<file path="config.mk">
export PLATFORM = sky130hd
export DESIGN_NAME = csi_queue
export DESIGN_NICKNAME = d
export VERILOG_FILES = /design/src/hdl/csi_pkg.sv /design/src/hdl/csi_queue.sv
export SDC_FILE = /design/constraint.sdc
export NUM_CORES = 1
export LEC_CHECK = 0
export BUFFER_PORTS_ARGS = -buffer_cell sky130_fd_sc_hd__buf_2
export CAP_MARGIN = 0
export CORE_MARGIN = 4
export CORE_UTILIZATION = 47
export CTS_CLUSTER_DIAMETER = 60
export DETAILED_ROUTE_END_ITERATION = 8
export GPL_TIMING_DRIVEN = 1
export PLACE_DENSITY_LB_ADDON = 0.2
export SYNTH_ARGS = -nofsm -noshare
export SYNTH_HDL_FRONTEND = slang
export SYNTH_SLANG_ARGS = --single-unit
</file>
<file path="constraint.sdc">
create_clock -name clock -period 4.4 [get_ports clock]
set_input_delay 0.22 -clock clock [delete_from_list [all_inputs] [get_ports clock]]
set_output_delay 0.22 -clock clock [all_outputs]
set_load 0.01 [all_outputs]
</file>
<file path="src/hdl/csi_pkg.sv">
`timescale 1ns / 1ps

package csi_pkg;

   // Fixed field widths.
   localparam int SAMPLE_W    = 24;
   localparam int FRAC_W      = 16;
   localparam int POS_W       = 32;
   localparam int FRAME_W     = 18;
   localparam int FRAMES_W    = 19;
   localparam int CHANS_W     = 2;
   localparam int CSR_INDEX_W = 2;
   localparam int CSR_DATA_W  = 19;

   // Frame index width that covers the widest supported store.
   localparam int IDX_W = 21;

   // Rounding constant for the final shift by 17.
   localparam int ROUND_HALF = 65536;

   // Configuration register indexes.
   localparam logic [CSR_INDEX_W-1:0] CSR_FRAMES   = 2'd0;
   localparam logic [CSR_INDEX_W-1:0] CSR_CHANNELS = 2'd1;

   // One classified operation waiting for the back end.
   typedef struct packed {
      logic                       is_read;
      logic                       is_empty;
      logic                       chan;
      logic [IDX_W-1:0]           idx;
      logic [IDX_W-1:0]           lenm1;
      logic [FRAC_W-1:0]          frac;
      logic signed [SAMPLE_W-1:0] wdata;
   } entry_type;

   // Queue status seen by front and back.
   typedef struct packed {
      logic empty;
      logic full;
   } queue_status_type;

endpackage

</file>
<file path="src/hdl/csi_queue.sv">
`timescale 1ns / 1ps

module csi_queue (
   input  logic                       clock,
   input  logic                       reset,
   input  logic                       push,
   input  csi_pkg::entry_type         push_entry,
   input  logic                       pop,
   output csi_pkg::entry_type         head,
   output csi_pkg::queue_status_type  status
);

   csi_pkg::entry_type slot_ff [2];
   logic       wr_ptr_ff, wr_ptr_in;
   logic       rd_ptr_ff, rd_ptr_in;
   logic [1:0] count_ff, count_in;

   // Pointer and fill count update.
   always_comb begin
      wr_ptr_in = push ? ~wr_ptr_ff : wr_ptr_ff;
      rd_ptr_in = pop ? ~rd_ptr_ff : rd_ptr_ff;
      count_in  = count_ff;
      if (push && !pop) begin
         count_in = count_ff + 2'd1;
      end else if (pop && !push) begin
         count_in = count_ff - 2'd1;
      end
   end

   always_ff @(posedge clock) begin
      if (reset) begin
         wr_ptr_ff <= 1'b0;
         rd_ptr_ff <= 1'b0;
         count_ff  <= 2'd0;
      end else begin
         wr_ptr_ff <= wr_ptr_in;
         rd_ptr_ff <= rd_ptr_in;
         count_ff  <= count_in;
      end
   end

   // Entry storage.
   always_ff @(posedge clock) begin
      if (push) begin
         slot_ff[wr_ptr_ff] <= push_entry;
      end
   end

   assign head         = slot_ff[rd_ptr_ff];
   assign status.empty = (count_ff == 2'd0);
   assign status.full  = (count_ff == 2'd2);

endmodule

</file>
## Word-level counts from Yosys, hierarchy flattened

Memories as Yosys holds them, arrays and structs flattened. A register that Yosys moved wholly into a read port is not among the register bits.
Cells that the tools add are included.

| word-level totals | value |
|---|---|
| flip-flop bits (word level) | 4 |
| memory bits (writable) | 170 |
| input bits | 89 |
| output and inout port bits | 87 |
| memories kept | 1 |

| operators by class | value |
|---|---|
| add/subtract/negate cells | 2 |
| equal/unequal tests | 1 |
| muxes and demuxes | 6 |
| bitwise logic cells | 2 |
| reduce and logical (&&, ||, !) cells | 6 |

Memory list:

| memory | words | bits a word | rd ports | clocked after memory_dff | write ports | RTL line | RTL |
|---|---|---|---|---|---|---|---|
| slot_ff | 2 | 85 | 1 | 1 | 1 | csi_queue.sv:13 | `csi_pkg::entry_type slot_ff [2];` |

Operator list:

| cell | count |
|---|---|
| 2-to-1 mux 1 bit | 4 |
| 2-to-1 mux 2 bit | 2 |
| adder 2 x 1 -> 2 bit, second input constant | 1 |
| equality test 2 bit, second input constant | 1 |
| logical AND 1 bit | 2 |
| zero test 1 bit | 2 |
| zero test 2 bit | 1 |
| NOT 1 bit | 2 |
| nonzero test 2 bit | 1 |
| subtractor 2 x 1 -> 2 bit, second input constant | 1 |

## Logic depth before layout (Yosys ltp)

| logic depth | value |
|---|---|
| depth after elaboration | 4 |
| mapped depth | 5 |
| gate-level depth less buffers | 5 |

## Worst setup path after synthesis

No wires, ideal clock.

| path | value |
|---|---|
| path type | reg-to-reg |
| from | register wr_ptr_ff |
| to | memory slot_ff[0][0] (netlist bit), enable pin |
| arrival | 4.096 ns |
| data required time | 3.861 ns |
| slack | -0.235 ns |
| cell stages (with the launch flop) | 2 |
| buffers on the path | 0 |
| cells stage by stage | dfxtp_1 > nor2b_1 |

RTL lines:

| element | RTL line | RTL |
|---|---|---|
| start: declaration | csi_queue.sv:14 | `logic wr_ptr_ff, wr_ptr_in;` |
| start signal: assignment | csi_queue.sv:36 | `wr_ptr_ff <= wr_ptr_in;` |
| end: declaration | csi_queue.sv:13 |  |

Straight into the memory's write port.

==> impl_results.md <==
* Worst slew margin at roughly two fifths
* Number of port buffers at ~180
* Vias per cell at 4.74
* CP max stage delay at 0.85 ns
* Clock Tree Buf Depth at 2
* Crit path cell chain: buf_4, mux2_1, buf_2
* Max-slew violations at 0
* Nets@finish at about 650
* Layout Cells excl Fill at 748
* Final wirelength at around 12000 µm
* GRT Util Overall at 16.5%
* Largest net degree at the start of global routing at between 60 and 70
* WL met2 at around 6500 µm
* Slowest CP cell: dfxtp_4
* Die Span Y at 124 µm
* Setup ws final at between 1.5 and 2 ns
* P&R area growth vs syn at 39.6%
* Placeable Area at 0.0132 mm²
* M1 WL at between 4000 and 5000 µm
* 1st-iter DRT viols at 244
* DP HPWL at roughly 7600 µm
* Post-Synthesis Cells at roughly 290
* Worst hold path type: in -> reg
* Post-Place Cells at 631
* Largest area contributor in the netlist: edfxtp_1
* Crit Path Max Fanout at 56
* WHS Path Cells at 2
* Congestion Overflow GR at 0
* Crit. End Element: output port
* Final period utilization at around three fifths
* Buf/Inv on CP at 2
* Clock tree root buffer cell: clkbuf_16
* Clock Sinks at 175
* Met3 wire length at between 700 and 800 µm
* Mapped cell area at 0.00635 mm²
* Worst R2R Setup Slack at around 2.3 ns
* Sequential power share at between 50 and 60%
* Min-Delay Startpoint: reset
* Wire per inst at approximately 17 µm
* Worst-case reg-to-reg path depth at 2
* Setup WS pre-CTS at about 2.2 ns
* Layout cells sized above 1 at between 40% and 50%
* Setup TNS at 0 ns
* TritonCTS buffer count at 17
* Syn Area/Cell at around 22 µm²
* CTS H-tree depth at 4
* Critical path type: reg -> out
* Critical Path Source Type: flop
* Initial Util at between 40% and 50%
* FF-to-FF End: slot_ff[0][63]
* Final Hold Fails at 0
* Antenna violations before repair at 0
* Antenna violation net count after detailed routing at 0
* Synth top area cells: edfxtp_1 (80%), mux2_1 (8.9%), mux2_2 (6.2%), dfxtp_1 (1.6%), buf_6 (0.89%)
* Fillers at between 900 and 1k
* Worst VDD drop at around 0.00032 V
* CTS clk-pin slew, worst paths at about 0.060 ns
* FP Rows at 42
* DR top layer: met4
* Internal at approximately 3.1 mW
* Reg2reg start: wr_ptr_ff
* DR DRC count at 0
* Req. time, crit path at between 4 and 5 ns
* RSZ-0062 raised after global routing: false
* GPL Wtd Cong at slightly above 0.7
* Final Setup Violations at 0
* Pre-antenna DRT Iters at 4
* Synth warnings at 0
* Pleak at between 3 and 4 nW
* Cell family with most CP delay: flip-flops
* First-pass GRT wire length at between 15000 and 20000 µm
* Worst skew pair latency at about 0.41 ns
* Die W at between 100 and 150 µm
* Flip-flop and latch count after synthesis at 175
* Status: finished, final reports clean
* Synth top area share at around 80%
* CTS tree: built
* Synth unique cells at 17
* Combinational group share of total power at a little over a tenth
* IO Pins at between 150 and 200
* Hold WS at approximately 0.034 ns
* Ratio of total power to cell area at between 400 and 500 mW/mm²
* ANT cells at 0
* Tmin final at between 2 and 3 ns
* Slew @ Worst Pin at 0.926 ns
* WP data arrival at between 2 and 2.5 ns
* Vias in the first global route at a little under 4k
* Fmax at ~390 MHz
* Skew final at 0.00480 ns
* Sequential share of the synthesized area at between 80% and 90%
* Synthesized Nets at between 300 and 400
* Via count at about 3.5k
* Max cap viols at 0
* Net load switching power at 0.796 mW
* Die Footprint at roughly 0.015 mm²
* Sw Share at roughly 20%
* Clock network power share at between 30% and 40%
repair_timing:
item	in CTS	in global routing
hold buffers	83	2
setup buffers	0	0
resized for setup	0	0
endpoints found under the hold margin	165	4
state kept, by name (all words and copies together), names as in the netlist, named ones only:
| register | flops |
|---|---|
| count_ff | 2 |
| rd_ptr_ff | 1 |
| slot_ff | 170 |
| wr_ptr_ff | 1 |
area by class of cell:
type / instances / area (µm²) / share of cell area (%)
Sequential cell: 175 / 5210 / 58.8
Tap cell: 176 / 220 / 2.49
Multi-Input combinational cell: 101 / 1070 / 12.1
Inverter: 1 / 3.75 / 0.0424
Clock buffer: 26 / 499 / 5.64
Timing Repair Buffer: 263 / 1750 / 19.7
Clock inverter: 6 / 108 / 1.21
routing by layer:
layer | vias up | global-route usage [%]
met5 | - | 0
met4 | 0 | 6.90
met3 | 22 | 5.97
met2 | 112 | 28.2
met1 | 1736 | 18.7
li1 | 1674 | -
worst register-to-register path, cell delays in order, from the launching register on:
cell     delay, ns
dfxtp_1       0.36
nor2b_4       0.46
buf_4         0.78
stage by stage:
| step | power (mW) | cell area (µm²) | util [%] |
|---|---|---|---|
| 3_3_place_gp | 2.38 | 7400 | 55.9 |
| 6_report | 3.91 | 8860 | 66.9 |
| 5_1_grt | 4.07 | 8860 | 66.9 |
| 2_1_floorplan | 2.22 | 6350 | - |
| 3_5_place_dp | 2.39 | 7400 | 55.9 |
| 4_1_cts | 3.95 | 8840 | 66.7 |
synth_stat cells:
master	number
o21ai_0	1
dfxtp_1	5
buf_2	3
xor2_1	2
and2_1	1
buf_4	1
inv_1	1
ha_1	1
nor2_1	5
xnor2_1	2
mux2_2	35
buf_6	5
edfxtp_1	170
a21oi_1	1
nor2b_1	2
or3_1	1
mux2_1	50
power by group through the flow:
stage	combinational [mW]	clock (mW)	sequential (mW)
global route	0.454	1.61	2.00
global placement	0.357	0	2.02
floorplan	0.219	0	2.00
detailed placement	0.364	0	2.03
finish	0.418	1.50	1.99
CTS	0.423	1.54	1.99
cell usage in the layout (no fill, tap or decap), types with 3 or more instances in the layout:
master and n:
buf_2 175, edfxtp_1 170, dlygate4sd3_1 85, mux2_1 50
mux2_2 35, clkbuf_16 17, nor2_1 5, clkbuf_1 5
clkbuf_8 4, dfxtp_1 4, bufinv_16 3, buf_4 3
cells by family after synthesis:
kind of cell               count (synthesis)  share of synthesized area (%)
buffers and inverters                     10                           1.30
adders and majority gates                  1                          0.197
xor gates and xnor gates                   4                          0.552
muxes                                     85                           15.1
and+or+nand+nor                            9                          0.690
DFF                                      175                           82.0
AOI/OAI and AO/OA                          2                          0.158
worst max-delay path by stage:
| stage | cells past startpoint | from | endpoint |
|---|---|---|---|
| after floorplan | 1 | wr_ptr_ff | slot_ff[0][0] |
| after global placement | 3 | flop | head[52] |
| after detailed placement | 3 | flop | head[52] |
| after CTS | 3 | flop | head[52] |
| after global routing | 3 | flop | head[52] |
| final | 3 | flop | head[52] |
No activity file was read; power rests on OpenSTA's default activity.
