===== src/hdl/csi_pkg.sv =====
`timescale 1ns / 1ps

package csi_pkg;

   // Fixed field widths.
   localparam int SAMPLE_W    = 24;
   localparam int FRAC_W      = 16;
   localparam int POS_W       = 32;
   localparam int FRAME_W     = 18;
   localparam int FRAMES_W    = 19;
   localparam int CHANS_W     = 2;
   localparam int CSR_INDEX_W = 2;
   localparam int CSR_DATA_W  = 19;

   // Frame index width that covers the widest supported store.
   localparam int IDX_W = 21;

   // Rounding constant for the final shift by 17.
   localparam int ROUND_HALF = 65536;

   // Configuration register indexes.
   localparam logic [CSR_INDEX_W-1:0] CSR_FRAMES   = 2'd0;
   localparam logic [CSR_INDEX_W-1:0] CSR_CHANNELS = 2'd1;

   // One classified operation waiting for the back end.
   typedef struct packed {
      logic                       is_read;
      logic                       is_empty;
      logic                       chan;
      logic [IDX_W-1:0]           idx;
      logic [IDX_W-1:0]           lenm1;
      logic [FRAC_W-1:0]          frac;
      logic signed [SAMPLE_W-1:0] wdata;
   } entry_type;

   // Queue status seen by front and back.
   typedef struct packed {
      logic empty;
      logic full;
   } queue_status_type;

endpackage


===== src/hdl/csi_front.sv =====
`timescale 1ns / 1ps

module csi_front #(
   parameter int MAX_FRAMES   = 262144,
   parameter int MAX_CHANNELS = 2
) (
   input  logic                                   clock,
   input  logic                                   reset,
   input  logic                                   start,
   input  logic                                   req_op,
   input  logic                                   req_channel,
   input  logic [csi_pkg::FRAME_W-1:0]            req_frame_index,
   input  logic signed [csi_pkg::SAMPLE_W-1:0]    req_sample_value,
   input  logic [csi_pkg::POS_W-1:0]              req_position,
   input  logic [csi_pkg::FRAMES_W-1:0]           frames_cfg,
   input  logic [csi_pkg::CHANS_W-1:0]            chans_cfg,
   input  csi_pkg::queue_status_type              q_status,
   output logic                                   busy,
   output logic                                   push,
   output csi_pkg::entry_type                     push_entry
);

   localparam int FW = $clog2(MAX_FRAMES);
   localparam int LW = FW + 1;
   localparam int PW = csi_pkg::POS_W + FW;
   localparam logic [csi_pkg::POS_W-1:0] ONE_Q31 = 32'h8000_0000;

   logic                                vld_ff, vld_in;
   logic                                op_ff;
   logic                                chan_ff;
   logic [csi_pkg::FRAME_W-1:0]         frame_ff;
   logic signed [csi_pkg::SAMPLE_W-1:0] sample_ff;
   logic [csi_pkg::POS_W-1:0]           pos_ff;

   logic                       accept;
   logic [LW-1:0]              len;
   logic [FW-1:0]              lenm1;
   logic [csi_pkg::POS_W-1:0]  pos_c;
   logic [PW-1:0]              prod;
   logic                       read_chan;
   logic                       write_ok;

   assign busy   = vld_ff && q_status.full;
   assign accept = start && !busy;

   // Holding stage: an item stays until the queue takes it.
   always_comb begin
      vld_in = vld_ff;
      if (accept) begin
         vld_in = 1'b1;
      end else if (!q_status.full) begin
         vld_in = 1'b0;
      end
   end

   always_ff @(posedge clock) begin
      if (reset) begin
         vld_ff <= 1'b0;
      end else begin
         vld_ff <= vld_in;
      end
      if (accept) begin
         op_ff     <= req_op;
         chan_ff   <= req_channel;
         frame_ff  <= req_frame_index;
         sample_ff <= req_sample_value;
         pos_ff    <= req_position;
      end
   end

   // Clamp length, channel and position, then scale the position.
   always_comb begin
      if (32'(frames_cfg) > 32'(MAX_FRAMES)) begin
         len = LW'(MAX_FRAMES);
      end else begin
         len = LW'(frames_cfg);
      end
      lenm1     = FW'(len - LW'(1));
      pos_c     = (pos_ff > ONE_Q31) ? ONE_Q31 : pos_ff;
      prod      = PW'(pos_c) * PW'(lenm1);
      read_chan = chan_ff && (MAX_CHANNELS > 1) && (chans_cfg >= 2'd2);
      write_ok  = (32'(frame_ff) < 32'(MAX_FRAMES)) && (!chan_ff || (MAX_CHANNELS > 1));
   end

   // Classify the held item into a queue entry.
   always_comb begin
      push_entry          = '0;
      push_entry.is_read  = op_ff;
      push_entry.wdata    = sample_ff;
      if (op_ff) begin
         push_entry.is_empty = (len == '0);
         push_entry.chan     = read_chan;
         push_entry.idx      = csi_pkg::IDX_W'(prod[31 +: FW]);
         push_entry.lenm1    = csi_pkg::IDX_W'(lenm1);
         push_entry.frac     = prod[30:15];
      end else begin
         push_entry.chan     = chan_ff;
         push_entry.idx      = csi_pkg::IDX_W'(frame_ff);
      end
   end

   // Out-of-range writes are dropped here.
   assign push = vld_ff && !q_status.full && (op_ff || write_ok);

endmodule


===== config.mk =====
export PLATFORM = sky130hd
export DESIGN_NAME = csi_front
export DESIGN_NICKNAME = d
export VERILOG_FILES = /design/src/hdl/csi_pkg.sv /design/src/hdl/csi_front.sv
export SDC_FILE = /design/constraint.sdc
export NUM_CORES = 1
export LEC_CHECK = 0
export ABC_AREA = 1
export BUFFER_PORTS_ARGS = -buffer_cell sky130_fd_sc_hd__buf_4
export CORE_ASPECT_RATIO = 0.8
export CORE_MARGIN = 5
export CORE_UTILIZATION = 30
export CTS_CLUSTER_DIAMETER = 150
export DETAILED_ROUTE_END_ITERATION = 6
export HOLD_SLACK_MARGIN = 0.1
export PLACE_DENSITY = 0.57
export SETUP_SLACK_MARGIN = 0.1
export SLEW_MARGIN = 20
export SYNTH_ARGS = -nofsm -noshare
export SYNTH_HDL_FRONTEND = slang
export SYNTH_SLANG_ARGS = --single-unit

===== constraint.sdc =====
create_clock -name clock -period 8.4 [get_ports clock]
set_input_delay 0.42 -clock clock [delete_from_list [all_inputs] [get_ports clock]]
set_output_delay 0.42 -clock clock [all_outputs]
set_load 0.01 [all_outputs]

# Word-level counts from Yosys, hierarchy flattened

Index checks and enable logic that the tools add are counted.

Bits in registers: 77
Output and inout bits: 87
Word-level logic and storage cells: 26

Add/sub/neg operators: 1
Multiply operators: 1
Magnitude comparators: 3
Equality and inequality tests: 1
Muxes and demuxes: 7
Reduce and logical (&&, ||, !) cells: 7

Operators with widths:

| operator                                                                | count |
|---|---|
| 32-bit by 18-bit multiplier with 49-bit output                          | 1 |
| 34-bit 2-to-1 mux                                                       | 1 |
| 32-bit greater-than comparator, second input constant                   | 1 |
| 32-bit 2-to-1 mux                                                       | 1 |
| 22-bit 2-to-1 mux                                                       | 1 |
| 19-bit greater-than comparator, second input constant                   | 1 |
| 19-bit zero test                                                        | 1 |
| 19-bit 2-to-1 mux                                                       | 1 |
| 18-bit by 1-bit subtractor with 18-bit output, second input constant    | 1 |
| 1-bit logical AND                                                       | 4 |
| 1-bit 2-to-1 mux                                                        | 3 |
| 2-bit >= comparator, second input constant                              | 1 |
| 1-bit zero test                                                         | 2 |
| 2-bit by 1-bit inequality test with 1-bit output, second input constant | 1 |

# Depth between registers and ports, before layout

Gate-level depths: netlist (run 1).

Depth in word-level cells: 5
Depth in mapped cells: 44
Gate-level depth less buffers: 43

# Worst setup path before layout (run 1)

Ideal clock, no wire load.

Path kind: input -> output
From: input port frames_cfg[1] (netlist name)
To: output port push_entry[74] (netlist name)
Data arrival time: 7073 ps
Data required time: 7980 ps
Slack: 907 ps
Cell stages on the path: 40
Cell sequence: or2_4 nor2_2 nand3_2 nand2_4 nand2_2 clkbuf_1 ha_1 nand2_4 inv_2 nand3_1 nand2_1 inv_1 buf_2 nand2_1 fa_1 inv_1 fa_1 inv_1 [4 not listed] fa_1 inv_1 fa_1 ha_1 nand2_1 nor2_1 nand2_1 inv_1 nand2_1 nand3_1 nand2_1 nand2_1 inv_1 o21ai_0 a21oi_1 or2_2 nand3_1 nand2_1

RTL lines:

| element            | RTL line        | text |
|---|---|---|
| start: declaration | csi_front.sv:15 | `input logic [csi_pkg::FRAMES_W-1:0] frames_cfg,` |
| end: declaration   | csi_front.sv:20 | `output csi_pkg::entry_type push_entry` |

==> metrics.md, run 1 <==
| Metric | Value |
|---|---|
| Total track usage | ~18% |
| Yosys top cell area share | approximately 44% |
| Drt drc | 0 |
| Final net count | between 3k and 4k |
| Routed len/inst | 17.88 um |
| Post-DP HPWL | between 50,000 and 60,000 um |
| Hold Fails Final Rpt | 0 |
| Ys async rst share | 0% |
| Worst path max stage delay | around 0.56 ns |
| Peak VDD IR | ~280 uV |
| Power Dens Cells | 351.7 nW/um2 |
| Final Max Slew Viols | 0 |
| Height of the die | 251.7 um |
| Initial antenna violation count | 1 |
| Total die area | between 70,000 and 80,000 um2 |
| Worst min-delay path class | in -> reg |
| Initial core utilization | about 30% |
| Routability cong. | 0.9241 |
| Clock tree sinks | 77 |
| Yosys reg bits | between 70 and 80 |
| Syn Inst Count | between 2k and 3k |
| Launch point of the worst path | pos_ff[9]$_DFFE_PP_ |
| Final setup fails | 0 |
| Row count | between 80 and 90 |
| Min Tclk post-route | about 8 ns |
| Reg2reg end | pos_ff[0]$_DFFE_PP_ |
| Largest area contributor in the netlist | fa_1 |
| Distinct cells, synth | 48 |
| Data arrival time of the critical path | 7.72 ns |
| Avg Inst Size Synth | 8.041 um2 |
| Buffers on Ports | 180 |
| Clock transition at path regs | around 0.07 ns |
| Slew HR | a little under half |
| Bufs on Longest Clock Path | 2 |
| Period utilization | between 90% and 100% |
| Critical Path End | push_entry[76] |
| Via count | ~18k |
| Area grow syn2layout | 19.52% |
| Placed Cells | between 3k and 4k |
| Total grt overflow | 0 |
| Total Wirelength | about 70,000 um |
| FF-to-FF setup slack | roughly 6.3 ns |
| Fraction of layout cells with a size suffix above 1 | 17.36% |
| Critical path fanouts, max | 13 |
| Main synth FF type | edfxtp_1 |
| Ant diodes | 0 |
| Max cap viols | 0 |
| ANT nets after route | 0 |
| Crit end category | output port |
| Io pins | 189 |
| Core area | 72,230 um2 |
| CTS tree | done |
| Sequential area share after synthesis | between 10% and 20% |
| Slew @ Worst Pin | about 0.80 ns |
| Clock Root Buffer | clkbuf_16 |
| Dominant cells by area after synthesis | fa_1 (44%), inv_1 (13%), nand2_1 (11%) |
| Most used cell, CP | fa_1 |
| Worst EP required | around 8.0 ns |
| First-pass GRT wire length | 107,200 um |
| Leakage power | around 0.013 uW |
| Vias per cell | between 4 and 5 |
| FF-to-FF Start | vld_ff$_SDFFE_PP0P_ |
| Critical Setup Path Class | reg -> out |
| Synth Cell Area | between 20,000 and 25,000 um2 |
| Number of flops mapped to enable cells by yosys | 76 |
| Cts hold-fix bufs | 0 |
| Setup crit start kind | flip-flop |
| FMAX | 122.9 MHz |
| H-tree Lvls | 3 |
| Ys Warns | 0 |
| CTS buffer count | 9 |
| Largest net degree at the start of global routing | 59 |
| FF-to-FF path depth | 4 |
| Final Non-Filler Cells | 3,958 |
| Fillers | between 7k and 8k |
| DRT iter0 DRCs | 1,376 |
| Setup_tns | 0 ns |
| Setup Skew | ~0.0050 ns |
| Unrepaired setup endpoints after global routing | yes |
| Worst path slowest cell | fa_1 |
| Worst-Skew Late Latency | about 0.36 ns |
| Number of global-route vias before repair | 18.45k |
| Chip Width | ~310 um |
| Drt first pass iters | 5 |
| Status | finished clean |
-- placed cells by master, fill, tap and decap left out, drive strengths merged, types with 24 or more instances in the layout --
cell type	netlist	layout
fa	477	477
a21oi	53	53
ha	119	119
o21ai	53	53
buf	61	357
edfxtp	76	76
inv	744	735
nand3	47	47
nor2	296	296
clkinvlp	0	24
nand2	644	644
-- critical path, delay by kind of cell (launching register included) --
kind	cells	cell delay (ns)
AND/OR/NAND/NOR	12	1.94
adder cells (fa/ha/maj)	7	3.39
buffers and inverters	6	0.82
AO/OA/AOI/OAI	4	0.73
flip-flops	1	0.47
-- Yosys cell counts, drive strengths merged, types with 12 or more instances --
cell	number
a21oi	53
a31oi	13
buf	61
clkbuf	38
edfxtp	76
fa	477
ha	119
inv	744
nand2	644
nand3	47
nand4	13
nor2	296
nor3	13
o21ai	53
or2	12
xnor2	13
-- registers in the layout, summed over array words and instances (netlist names) --
register	count
op_ff	1
frame_ff	18
pos_ff	32
vld_ff	1
chan_ff	1
sample_ff	24
-- power breakdown --
group          leakage (uW)  switching (uW)  internal [uW]
clock              0.000135             186            205
combinational        0.0124            4900           3460
sequential         0.000744            10.5            450
-- per-layer routing --
metal | GRT usage [%] | vias to the layer above | part of all wire [%]
li1 | - | 8402 | -
met1 | 24.68 | 9091 | 43
met2 | 29.04 | 646 | 47
met3 | 2.447 | 72 | 7.8
met5 | 0 | - | 0
met4 | 4.055 | 0 | 2.4
-- cell families after synthesis --
| family | after synthesis | synth area share [%] |
|---|---|---|
| AND/OR/NAND/NOR | 1034 | 19.06 |
| buffers and inverters | 847 | 15.35 |
| adder cells (fa/ha/maj) | 596 | 50.39 |
| flip-flops | 77 | 10.51 |
| XOR/XNOR | 16 | 0.6398 |
| AO/OA/AOI/OAI | 153 | 4.033 |
| other | 1 | 0.01712 |
-- per-stage QoR --
step | util (%) | hold slack [ns] | power (uW) | cell area, um2 | setup WS (ns)
2_1_floorplan | - | 0.4478 | 4926 | 21920 | 0.9066
3_3_place_gp | 34.90 | 0.4699 | 8449 | 25210 | 0.1042
3_5_place_dp | 34.90 | 0.4680 | 8424 | 25210 | 0.09377
4_1_cts | 35.47 | 0.1815 | 8895 | 25620 | 0.1043
5_1_grt | 36.25 | 0.1865 | 10100 | 26180 | -0.01737
6_report | 36.25 | 0.2016 | 9208 | 26180 | 0.2644
-- what timing repair did --
item,CTS,global route
buffers inserted,6,20
gates cloned,2,8
endpoints found under the hold margin,0,0
endpoints found under the setup margin,22,28
pin swaps,0,14
resized for setup,24,102
-- layout make-up --
class | instances | area (um2) | area share [%]
multi-input combinational | 1805 | 16570 | 63.27
inverter | 748 | 2895 | 11.06
timing repair buffer | 358 | 2894 | 11.05
sequential | 77 | 2302 | 8.793
tap | 945 | 1182 | 4.516
clock buffer | 9 | 225.2 | 0.8602
timing repair inverter | 9 | 58.81 | 0.2246
clock inverter | 7 | 57.56 | 0.2198
-- worst min path at each step --
stage	from	endpoint	slack, ns	cells past startpoint
6_report	reset	vld_ff$_SDFFE_PP0P_	0.20	2
4_1_cts	reset	vld_ff$_SDFFE_PP0P_	0.18	2
2_1_floorplan	vld_ff$_SDFFE_PP0P_	vld_ff$_SDFFE_PP0P_	0.45	2
5_1_grt	reset	vld_ff$_SDFFE_PP0P_	0.19	2
3_3_place_gp	vld_ff$_SDFFE_PP0P_	vld_ff$_SDFFE_PP0P_	0.47	2
3_5_place_dp	vld_ff$_SDFFE_PP0P_	vld_ff$_SDFFE_PP0P_	0.47	2
(Power assumes the default switching activity.)
==> run 2, diff against run 1 <==
==> constraint.sdc (replaced) <==
create_clock -name clock -period 8.4 [get_ports clock]
set_input_delay 0 -clock clock [delete_from_list [all_inputs] [get_ports clock]]
set_output_delay 0 -clock clock [all_outputs]
set_load 0.01 [all_outputs]
==> run 2 against run 1 <==
- routed wire length fell by 1.6%
- maximum frequency increased by 2.1%
- register-to-register slack got worse by 0.02 ns
- critical path type unchanged
==> metrics.md, run 2 (synthesized netlist as in run 1, its figures left out) <==
| Metric | Value |
|---|---|
| Max cap viols | 0 (unchanged) |
| Worst EP required | 8.40 ns (+0.42 ns) |
| Data arrival time of the critical path | 7.97 ns (+0.25 ns) |
| Worst-Skew Late Latency | 0.36 ns (about the same) |
| Met1 GRT Util | 23.65% (-1.0 points) |
| Slew HR | 45.47% (-0.98 points) |
| Final Max Slew Viols | 0 (unchanged) |
| Clock transition at path regs | 0.07 ns (about the same) |
| Critical Setup Path Class | reg -> out |
| Placed Cells | 3,845 (-1.6%) |
| Buffers on Ports | 180 (unchanged) |
| Core area | 72,230 um2 (unchanged) |
| Fin area | 26,210 um2 (+0.11%) |
| Clock Root Buffer | clkbuf_16 |
| Unrepaired setup endpoints after global routing | yes |
| Power Dens Cells | 318.3 nW/um2 (-9.5%) |
| Number of global-route vias before repair | 18.88k (+2.3%) |
| Initial antenna violation count | 2 (+1) |
| Largest Register | pos_ff |
| Total track usage | 17.43% (-0.14 points) |
| Fraction of layout cells with a size suffix above 1 | 14.28% (-3.1 points) |
| Setup Skew | 0.008126 ns (+0.003088 ns) |
| Via count | 18.32k (+0.62%) |
| Met2 Resource Use GR | 29.42% (+0.38 points) |
| ANT nets after route | 0 (unchanged) |
| Total grt overflow | 0 (unchanged) |
| Drt drc | 0 (unchanged) |
| Min Tclk post-route | 7.967 ns (-0.1684 ns) |
| Post-DP HPWL | 57,920 um (-0.29%) |
| FMAX | 125.5 MHz (+2.1%) |
| Clock tree sinks | 77 (unchanged) |
| Status | finished clean |
| Most Used Layer, Global Route | met2 |
| Final net count | 3,726 (+0.54%) |
| Height of the die | 251.7 um (unchanged) |
| Routed len/inst | 17.50 um (-2.1%) |
| Row count | 88 (unchanged) |
| Crit end category | output port |
| Total Wirelength | 69,650 um (-1.6%) |
| Largest net degree at the start of global routing | 59 (unchanged) |
| CTS buffer count | 9 (unchanged) |
| Final setup fails | 0 (unchanged) |
| Area grow syn2layout | 19.66% |
| Slew @ Worst Pin | 0.8179 ns (+0.01468 ns) |
| Most frequent cells in the layout | inv_1 (715), nand2_1 (622), fa_1 (477) |
| H-tree Lvls | 3 (unchanged) |
| Setup_tns | 0 ns (unchanged) |
| Max reg flops | 32 (unchanged) |
| Worst path max stage delay | 0.56 ns (about the same) |
| Bufs on Longest Clock Path | 2 (unchanged) |
| GR Util met3 | 2.505% (+0.057 points) |
| DRT iter0 DRCs | 1,184 (-14%) |
| Vias per cell | 4.605 (about the same) |
| Chip Width | 312.1 um (unchanged) |
| Peak VDD IR | 301.2 uV (+7.8%) |
| Leakage power | 0.01324 uW (-0.33%) |
| First-pass GRT wire length | 107,300 um (about the same) |
| Hold Fails Final Rpt | 0 (unchanged) |
| Commonest non-fill, non-tap cell in the layout | inv_1 |
| Critical path fanouts, max | 9 (-4) |
| Worst min-delay path class | in -> reg |
| Drt first pass iters | 7 (+2) |
| Most used cell, CP | fa_1 |
| Hold slack | 0.1639 ns (-0.03767 ns) |
| Initial core utilization | 30.33% (unchanged) |
| Total die area | 78,550 um2 (unchanged) |
| Setup crit start kind | flip-flop |
| CTS tree | done |
| Io pins | 189 (unchanged) |
| Worst path slowest cell | fa_1 |
| Area after DPL | 24,620 um2 (-2.3%) |
| Period utilization | 94.85% (-2.0 points) |
| Final Non-Filler Cells | 3,979 (+0.53%) |
| Largest registers | pos_ff (32), sample_ff (24), frame_ff (18) |
| Routability cong. | 0.9148 (-1.0%) |
run 2: cell types whose count changed in the layout (fill, tap and decap cells not counted), moves of 5 or more:
cell and delta:
buf_4 -45, a21oi_1 +7, nand2_1 +9, dlygate4sd3_1 +78
nand2_2 -5, o21ai_0 +8, o21ai_2 -5, ha_1 +6
a21oi_2 -6, buf_12 -10
run 2: power breakdown:
part / total [uW] / leakage [uW] / switching [uW] / internal, uW
combinational: 7490 / 0.0124 / 4640 / 2850
clock: 394 / 0.000135 / 189 / 205
sequential: 461 / 0.000744 / 11.3 / 450
total: 8340 / 0.0132 / 4840 / 3500
run 2: area by class of cell:
type | count | area, um2
tap | 945 | 1182
clock inverter | 7 | 57.56
sequential | 77 | 2302
fill | 7695 | 46020
antenna | 1 | 2.502
multi-input combinational | 1805 | 16420
timing repair buffer | 379 | 3093
inverter | 748 | 2878
clock buffer | 9 | 225.2
timing repair inverter | 8 | 47.55
run 2: routing by layer:
layer / part of all wire [%] / wire length (um) / up-vias
li1: - / - / 8436
met1: 43 / 29910 / 9188
met2: 47 / 33000 / 596
met3: 6.7 / 4695 / 97
met4: 2.9 / 1988 / 6
met5: 0.069 / 48 / -
run 2: critical path: cells and delay by family, from the launching register on:
kind                       cells  cell delay (ns)
adders and majority gates      7             3.40
DFF                            1             0.41
and+or+nand+nor               12             2.05
AOI/OAI and AO/OA              4             0.68
buffers and inverters          9             1.02
run 2: path summary, 6_finish.rpt:
check | slack [ns] | to | from | cells past startpoint
worst max-delay path | 0.43 | push_entry[77] | pos_ff[5]$_DFFE_PP_ | 32
worst max register to register | 6.29 | pos_ff[22]$_DFFE_PP_ | vld_ff$_SDFFE_PP0P_ | 4
worst min-delay path | 0.16 | sample_ff[13]$_DFFE_PP_ | start | 3
worst min register to register | 0.84 | sample_ff[13]$_DFFE_PP_ | vld_ff$_SDFFE_PP0P_ | 3
run 2: through the flow:
step | power [uW] | utilization [%] | setup WS, ns
final | 8344 | 36.29 | 0.4328
after detailed placement | 7779 | 34.09 | 0.5181
after global routing | 9157 | 36.29 | 0.05704
after floorplan | 4926 | - | 1.747
after CTS | 8264 | 35.56 | 0.1104
after global placement | 7795 | 34.09 | 0.5454
run 2: timing repair:
item / 4_1_cts / 5_1_grt
hold buffers: 78 / 0
buffers inserted: 0 / 31
setup endpoints to repair: 0 / 28
hold endpoints to repair: 77 / 0
resized for setup: 0 / 68
